<file path="src/rtl/core/nla_pkg.sv">
// Shared types and constants of the newline line assembler.
package nla_pkg;

	localparam int LINE_SIZE_DEF = 64;
	localparam int BYTE_W = 8;
	localparam int LEN_W = 6;
	localparam int CFG_W = 7;
	localparam int TDATA_W = 16;
	localparam logic [CFG_W-1:0] MAX_LEN_RST = 7'd64;
	localparam logic [BYTE_W-1:0] CHAR_CR = 8'd13;
	localparam logic [BYTE_W-1:0] CHAR_LF = 8'd10;

	typedef enum logic {
		KIND_DATA = 1'b0,
		KIND_LF   = 1'b1
	} kind_t;

	typedef struct packed {
		kind_t kind;
		logic [BYTE_W-1:0] data;
	} item_t;

endpackage

</file>
<file path="src/rtl/core/newline_line_assembler_unit.sv">
// Top level of the newline line assembler.
//
// Channel   Direction  Signals                      Contents
// s_*       in         tvalid tready tdata[7:0]     rx_byte
// m_*       out        tvalid tready tdata[15:0]    line_byte, line_length, zero pad
//                      tuser tlast                  empty_line, last_of_line
// cfg_*     in         valid ready data[6:0]        max_line_len
//
// Ordinary bytes and carriage returns are accepted at one per cycle while the queue has room.
// A line feed holds the work side while its line is played out, one output word per byte and
// at least one; the two-entry queue keeps accepting input meanwhile until it fills.
// The output register holds one word, so a stalled m_tready stops the run only.
// Reset clears the byte count and sets max_line_len to 64; the store is not cleared.
module newline_line_assembler_unit #(
	parameter int LINE_SIZE = nla_pkg::LINE_SIZE_DEF
) (
	input  logic clk,
	input  logic arst_n,
	input  logic s_tvalid,
	output logic s_tready,
	input  logic [nla_pkg::BYTE_W-1:0] s_tdata,   // [7:0] rx_byte
	output logic m_tvalid,
	input  logic m_tready,
	output logic [nla_pkg::TDATA_W-1:0] m_tdata,  // [7:0] line_byte, [13:8] line_length
	output logic m_tuser,                         // [0] empty_line
	output logic m_tlast,
	input  logic cfg_valid,
	output logic cfg_ready,
	input  logic [nla_pkg::CFG_W-1:0] cfg_data
);
	import nla_pkg::*;

	logic q_valid;
	item_t q_item;
	logic pop;

	assign cfg_ready = 1'b1;

	nla_front u_front (
		.clk(clk),
		.arst_n(arst_n),
		.s_tvalid(s_tvalid),
		.s_tready(s_tready),
		.s_tdata(s_tdata),
		.q_valid(q_valid),
		.q_item(q_item),
		.pop(pop)
	);

	nla_back #(
		.LINE_SIZE(LINE_SIZE)
	) u_back (
		.clk(clk),
		.arst_n(arst_n),
		.q_valid(q_valid),
		.q_item(q_item),
		.pop(pop),
		.cfg_valid(cfg_valid && cfg_ready),
		.cfg_data(cfg_data),
		.m_tvalid(m_tvalid),
		.m_tready(m_tready),
		.m_tdata(m_tdata),
		.m_tuser(m_tuser),
		.m_tlast(m_tlast)
	);

endmodule

</file>
<file path="src/rtl/core/nla_front.sv">
// Input side: drops carriage returns, tags line feeds and queues the words.
module nla_front (
	input  logic clk,
	input  logic arst_n,
	input  logic s_tvalid,
	output logic s_tready,
	input  logic [nla_pkg::BYTE_W-1:0] s_tdata,
	output logic q_valid,
	output nla_pkg::item_t q_item,
	input  logic pop
);
	import nla_pkg::*;

	item_t q_q [2];
	logic wr_ptr_q;
	logic rd_ptr_q;
	logic [1:0] cnt_q;
	logic push;
	item_t new_item;

	assign s_tready = (cnt_q != 2'd2);
	assign push = s_tvalid && s_tready && (s_tdata != CHAR_CR);
	assign new_item.kind = (s_tdata == CHAR_LF) ? KIND_LF : KIND_DATA;
	assign new_item.data = s_tdata;
	assign q_valid = (cnt_q != 2'd0);
	assign q_item = q_q[rd_ptr_q];

	always_ff @(posedge clk) begin
		if (push) begin
			q_q[wr_ptr_q] <= new_item;
		end
	end

	always_ff @(posedge clk or negedge arst_n) begin
		if (!arst_n) begin
			wr_ptr_q <= 1'b0;
			rd_ptr_q <= 1'b0;
			cnt_q <= 2'd0;
		end else begin
			if (push) begin
				wr_ptr_q <= ~wr_ptr_q;
			end
			if (pop) begin
				rd_ptr_q <= ~rd_ptr_q;
			end
			case ({push, pop})
				2'b10: cnt_q <= cnt_q + 2'd1;
				2'b01: cnt_q <= cnt_q - 2'd1;
				default: cnt_q <= cnt_q;
			endcase
		end
	end

	a_cnt_bound: assert property (@(posedge clk) disable iff (!arst_n) cnt_q <= 2'd2)
		else $error("queue count out of range");
	a_pop_nonempty: assert property (@(posedge clk) disable iff (!arst_n) pop |-> cnt_q != 2'd0)
		else $error("pop from empty queue");
	a_cr_dropped: assert property (@(posedge clk) disable iff (!arst_n)
		(s_tvalid && s_tready && s_tdata == CHAR_CR && !pop) |=> $stable(cnt_q))
		else $error("carriage return entered the queue");

endmodule

</file>
<file path="src/rtl/core/nla_back.sv">
// Work side: stores line bytes and plays a finished line out as a run of words.
module nla_back #(
	parameter int LINE_SIZE = nla_pkg::LINE_SIZE_DEF
) (
	input  logic clk,
	input  logic arst_n,
	input  logic q_valid,
	input  nla_pkg::item_t q_item,
	output logic pop,
	input  logic cfg_valid,
	input  logic [nla_pkg::CFG_W-1:0] cfg_data,
	output logic m_tvalid,
	input  logic m_tready,
	output logic [nla_pkg::TDATA_W-1:0] m_tdata,
	output logic m_tuser,
	output logic m_tlast
);
	import nla_pkg::*;

	localparam int CW = $clog2(LINE_SIZE);

	typedef enum logic [1:0] {
		ST_IDLE = 2'b01,
		ST_EMIT = 2'b10
	} state_t;

	state_t state_q;
	logic [BYTE_W-1:0] mem [LINE_SIZE];
	logic [CW-1:0] cnt_q;
	logic [CW-1:0] len_q;
	logic [CW-1:0] k_q;
	logic [CFG_W-1:0] max_len_q;
	logic out_valid_q;
	logic out_last_q;
	logic out_empty_q;
	logic [CW-1:0] out_len_q;
	logic [BYTE_W-1:0] out_byte_q;
	logic [CFG_W-1:0] limit;
	logic [CFG_W-1:0] cnt_ext;
	logic [CFG_W-1:0] len_ext;
	logic load;
	logic wr;
	logic is_empty;
	logic is_last;

	assign pop = (state_q == ST_IDLE) && q_valid;
	assign wr = pop && (q_item.kind == KIND_DATA) && (cnt_q < CW'(LINE_SIZE - 1));
	assign limit = (max_len_q == '0) ? CFG_W'(1) : max_len_q;
	assign cnt_ext = CFG_W'(cnt_q);
	assign len_ext = (cnt_ext >= limit) ? (limit - CFG_W'(1)) : cnt_ext;
	assign load = (state_q == ST_EMIT) && (!out_valid_q || m_tready);
	assign is_empty = (len_q == '0);
	assign is_last = is_empty || (k_q == len_q - CW'(1));

	assign m_tvalid = out_valid_q;
	assign m_tdata = {{(TDATA_W - BYTE_W - LEN_W){1'b0}}, LEN_W'(out_len_q), out_byte_q};
	assign m_tuser = out_empty_q;
	assign m_tlast = out_last_q;

	always_ff @(posedge clk) begin
		if (wr) begin
			mem[cnt_q] <= q_item.data;
		end
		if (load) begin
			out_byte_q <= is_empty ? '0 : mem[k_q];
			out_len_q <= len_q;
			out_empty_q <= is_empty;
			out_last_q <= is_last;
		end
	end

	always_ff @(posedge clk or negedge arst_n) begin
		if (!arst_n) begin
			state_q <= ST_IDLE;
			cnt_q <= '0;
			len_q <= '0;
			k_q <= '0;
			max_len_q <= MAX_LEN_RST;
			out_valid_q <= 1'b0;
		end else begin
			if (cfg_valid) begin
				max_len_q <= cfg_data;
			end
			if (load) begin
				out_valid_q <= 1'b1;
			end else if (m_tready) begin
				out_valid_q <= 1'b0;
			end
			case (state_q)
				ST_IDLE: begin
					if (pop) begin
						if (q_item.kind == KIND_LF) begin
							len_q <= len_ext[CW-1:0];
							k_q <= '0;
							cnt_q <= '0;
							state_q <= ST_EMIT;
						end else if (wr) begin
							cnt_q <= cnt_q + CW'(1);
						end else begin
							cnt_q <= '0;
						end
					end
				end
				ST_EMIT: begin
					if (load) begin
						k_q <= k_q + CW'(1);
						if (is_last) begin
							state_q <= ST_IDLE;
						end
					end
				end
				default: state_q <= ST_IDLE;
			endcase
		end
	end

	a_no_pop_emit: assert property (@(posedge clk) disable iff (!arst_n)
		(state_q == ST_EMIT) |-> !pop)
		else $error("queue popped during line output");
	a_cnt_bound: assert property (@(posedge clk) disable iff (!arst_n)
		cnt_q <= CW'(LINE_SIZE - 1))
		else $error("line store count overflow");
	a_empty_last: assert property (@(posedge clk) disable iff (!arst_n)
		(out_valid_q && out_empty_q) |-> out_last_q)
		else $error("empty line word without last mark");

endmodule

</file>
<file path="config.mk">
export PLATFORM = sky130hd
export DESIGN_NAME = newline_line_assembler_unit
export DESIGN_NICKNAME = d
export VERILOG_FILES = /design/src/rtl/core/nla_pkg.sv /design/src/rtl/core/newline_line_assembler_unit.sv /design/src/rtl/core/nla_front.sv /design/src/rtl/core/nla_back.sv
export SDC_FILE = /design/constraint.sdc
export NUM_CORES = 1
export LEC_CHECK = 0
export ABC_AREA = 0
export ABC_CLOCK_PERIOD_IN_PS = 2300
export CAP_MARGIN = 20
export CORE_UTILIZATION = 45
export DETAILED_ROUTE_END_ITERATION = 10
export DONT_BUFFER_PORTS = 1
export MAX_ROUTING_LAYER = met4
export PLACE_DENSITY = 0.64
export SLEW_MARGIN = 20
export SYNTH_ARGS = -nofsm -noshare
export SYNTH_HDL_FRONTEND = slang
export SYNTH_SLANG_ARGS = --single-unit
export TNS_END_PERCENT = 20
</file>
<file path="constraint.sdc">
create_clock -name clk -period 2.3 [get_ports clk]
set_clock_uncertainty 0.2 [all_clocks]
set_input_delay 0.23 -clock clk [delete_from_list [all_inputs] [get_ports clk]]
set_output_delay 0.23 -clock clk [all_outputs]
set_load 0.1 [all_outputs]
</file>
==> results.yml <==
run_status:
  status: "finished, violations left"
  violations: "setup timing"
detailed_routing:
  via_per_inst: 5.72
  wl_met2_mm: 25.6
  wl_per_cell_um: 24.9
  routed_wl_mm: 54.8
  wl_met3_mm: 3.53
  dr_total_vias: 12600
  dr.max_layer_used: "met4"
  ant_nets: 0
  dr.first_iter.drc_count: 1177
  drc: 0
  wirelength_met1_mm: 24.2
  dr.pass1.iters: 7
layout:
  seq_area_mm2: 0.0172
  antenna_cells: 0
  nets: 1512
  fin_cells: 2201
  fill_cells: 3743
  multi_input_area_mm2: 0.00589
  syn2layout_area_growth_pct: 23.6
  drive_gt1_share_pct: 35.5
synthesis:
  ys_seq_elements: 578
  seq_area_frac_synth_pct: 74.8
  synth-edff-count: 546
  avgSynthCellArea_um2: 18.9
  async_flop_share_pct: 5.54
  ys.warnings.count: 0
  ys.flop_type: "edfxtp_1"
  synthCells: 1216
  syn-cell-area_mm2: 0.0230
  synth_cell_types: 55
clock_network:
  insertion_delay_ns: 0.61
  clkSlewWorstSetupHoldPaths_ns: 0.06
  clockRootBuffer: "clkbuf_16"
  cts_tree: "built"
  htree_levels: 2
  clock-sinks: 578
  numCtsBuffers: 58
  cts_buffer_depth: 3
power:
  design_power_total_mw: 30.8
  combPwrFrac_pct: 26.8
  p_per_area_mw_per_mm2: 1080
  netSwitchingFraction_pct: 29.0
  pwr-share-clk_pct: 29.5
  p_seq_share_pct: 43.7
  internal_power_mw: 21.8
  p_leak_nw: 9.46
  peakVddDrop_v: 0.000797
  switching_power_mw: 8.92
floorplan:
  chipHeight_um: 228
  core_area_mm2: 0.0503
  initial_core_util_pct: 45.8
  ios: 41
  fp.dieW_um: 228
  dieArea_mm2: 0.0520
  rows: 82
worst_setup_path:
  cp.arrival_ns: 2.70
  critical_path_required_ns: 2.46
  endpoint_kind: "flip-flop"
  critPathMaxFanout: 6
  crit_path_start_kind: "flip-flop"
  rrSetupSlack_ns: -0.23
  crit_type: "flip-flop to flip-flop"
global_route:
  grt_overflow: 0
  grt_max_degree: 65
  grt_pass1_vias: 12600
  grt_pass1_wl_mm: 81.3
  antenna_found_initial: 0
  grtUsageTotal_pct: 21.7
sta:
  finalCritPeriodShare_pct: 110
  relSlewSlack_pct: 40.4
  fmax_mhz: 395
  worstMarginPinSlew_ns: 0.891
  setup_viol: 14
  holdWs_ns: 0.104
  fin_setup_tns_ns: -2.22
  hold_viol_final: 0
  slew_viol_final: 0
  setup_ws_ns: -0.234
  rsz0062_at_grt: "yes"
  period_minus_slack_ns: 2.53
placed_design:
  numPortBuffers: 0
  numPlacedInstances: 2041
  dp_hpwl_mm: 33.1
  routabilityCongestion: 0.835
min_path:
  hp-class: "input port to flip-flop"
flow_run:
  maxCapViolCount: 0
==> repair_timing <==
action / in CTS / in global routing
buffers inserted: 12 / 14
gates resized for setup: 73 / 86
pin swaps: 29 / 38
hold buffers: 22 / 0
setup endpoints to repair: 212 / 270
endpoints found under the hold margin: 74 / 0
gates cloned: 3 / 3
==> worst max-delay path, cell delays in order, from the launching register on <==
cell and delay, ns:
dfrtp_4 0.53, buf_12 0.17, buf_12 0.14, buf_6 0.12
mux4_2 0.42, a22o_1 0.24, a211oi_2 0.16, buf_4 0.15
a21oi_2 0.04, o2bb2ai_1 0.13
==> power groups by stage <==
| stage | combinational (mW) | sequential (mW) | clock [mW] |
|---|---|---|---|
| 2_1_floorplan | 4.09 | 13.9 | 0 |
| 3_3_place_gp | 7.00 | 13.7 | 0 |
| 3_5_place_dp | 7.16 | 13.7 | 0 |
| 4_1_cts | 7.77 | 13.5 | 9.19 |
| 5_1_grt | 8.73 | 13.5 | 9.55 |
| 6_report | 8.23 | 13.5 | 9.07 |
==> sequential cells by signal, indices dropped and copies added (netlist names), 2 cells and up <==
register           cells
u_back.len_q           6
u_front.q_q           18
u_back.mem           512
u_back.max_len_q       7
u_back.k_q             6
u_back.out_len_q       6
u_back.cnt_q           6
u_back.out_byte_q      8
u_back.state_q         2
u_front.cnt_q          2
==> cell usage after synthesis (all sizes together), types with 3 or more instances <==
| library cell | n | area share [%] |
|---|---|---|
| o221ai | 10 | 0.38 |
| ha | 11 | 0.60 |
| edfxtp | 546 | 71 |
| a21o | 6 | 0.20 |
| a22oi | 8 | 0.26 |
| xnor2 | 10 | 0.38 |
| o2111ai | 6 | 0.23 |
| o22a | 6 | 0.23 |
| a211o | 11 | 0.42 |
| nand3b | 4 | 0.13 |
| a31oi | 3 | 0.082 |
| o21ai | 23 | 0.50 |
| clkbuf | 20 | 0.33 |
| nor3 | 9 | 0.22 |
| o31ai | 6 | 0.20 |
| mux4 | 96 | 9.4 |
| buf | 45 | 1.5 |
| nor2 | 92 | 1.5 |
| nand2b | 4 | 0.11 |
| o2bb2ai | 6 | 0.23 |
| nand2 | 38 | 0.62 |
| a21oi | 18 | 0.39 |
| mux2i | 81 | 3.5 |
| a22o | 11 | 0.42 |
| inv | 15 | 0.24 |
| nand3 | 15 | 0.33 |
| xor2 | 10 | 0.38 |
| nor2b | 5 | 0.14 |
| o22ai | 17 | 0.46 |
| dfrtp | 30 | 3.3 |
| or3b | 4 | 0.15 |
| mux2 | 10 | 0.49 |
| a211oi | 15 | 0.49 |
==> layer usage <==
metal,GRT usage [%],vias to the layer above
met4,6.31,0
met5,-,-
li1,-,5466
met1,30.5,6540
met2,32.9,492
met3,3.43,91
==> logic make-up (layout without fill, tap and decap cells) <==
logic type      after synthesis  in the layout  synth area share (%)
xor+xnor                     20             20                 0.762
other cells                   2              3                0.0327
buf+inv                      80            392                  2.02
fa+ha+maj                    11             11                 0.598
simple gates                184            184                  3.56
flops                       578            578                  74.8
mux                         187            187                  13.4
compound gates              154            154                  4.82
==> final cells by class <==
type | count | share of cell area [%]
repair buffers | 269 | 9.27
clock inverters | 26 | 0.801
multi-input cells | 559 | 20.7
clock buffers | 82 | 5.57
inverters | 15 | 0.198
flip-flops and latches | 578 | 60.5
well taps | 672 | 2.96
==> path summary, 6_finish.rpt <==
| check | from | to | depth (start not counted) |
|---|---|---|---|
| setup / recovery | u_back.k_q[0]$_DFFE_PN0P_ | u_back.out_byte_q[2]$_SDFFCE_PP0P_ | 9 |
| hold / removal | cfg_data[3] | u_back.max_len_q[3]$_DFFE_PN0P_ | 3 |
| setup reg to reg | u_back.k_q[0]$_DFFE_PN0P_ | u_back.out_byte_q[2]$_SDFFCE_PP0P_ | 9 |
| hold reg to reg | u_front.wr_ptr_q$_DFFE_PN0P_ | u_front.wr_ptr_q$_DFFE_PN0P_ | 1 |
| max in group asynchronous | arst_n | u_back.max_len_q[2]$_DFFE_PN0P_ | 4 |
| min in group asynchronous | arst_n | u_back.k_q[1]$_DFFE_PN0P_ | 4 |
==> through the flow <==
step | setup slack (ns) | instance area, µm² | utilization (%)
2_1_floorplan | -0.0492 | 23000 | -
3_3_place_gp | -0.328 | 25300 | 50.3
3_5_place_dp | -0.376 | 25300 | 50.3
4_1_cts | -0.232 | 27900 | 55.5
5_1_grt | -0.304 | 28400 | 56.6
6_report | -0.234 | 28400 | 56.6
==> layout by cell type, fill, tap and decap left out, types with 10 or more instances in the layout <==
| cell | count |
|---|---|
| a211o_1 | 10 |
| nor2_1 | 72 |
| inv_1 | 14 |
| a21oi_2 | 10 |
| a22o_1 | 10 |
| xnor2_1 | 10 |
| nor2_2 | 16 |
| xor2_1 | 10 |
| buf_4 | 190 |
| nand2_1 | 36 |
| mux4_2 | 95 |
| clkbuf_16 | 62 |
| clkinv_1 | 10 |
| a211oi_2 | 11 |
| buf_6 | 24 |
| o21ai_0 | 15 |
| clkbuf_1 | 21 |
| dlygate4sd3_1 | 20 |
| o22ai_1 | 12 |
| dfrtp_1 | 27 |
| buf_12 | 23 |
| mux2i_1 | 70 |
| edfxtp_1 | 546 |
Note: power is estimated with default switching activity, not from simulation.
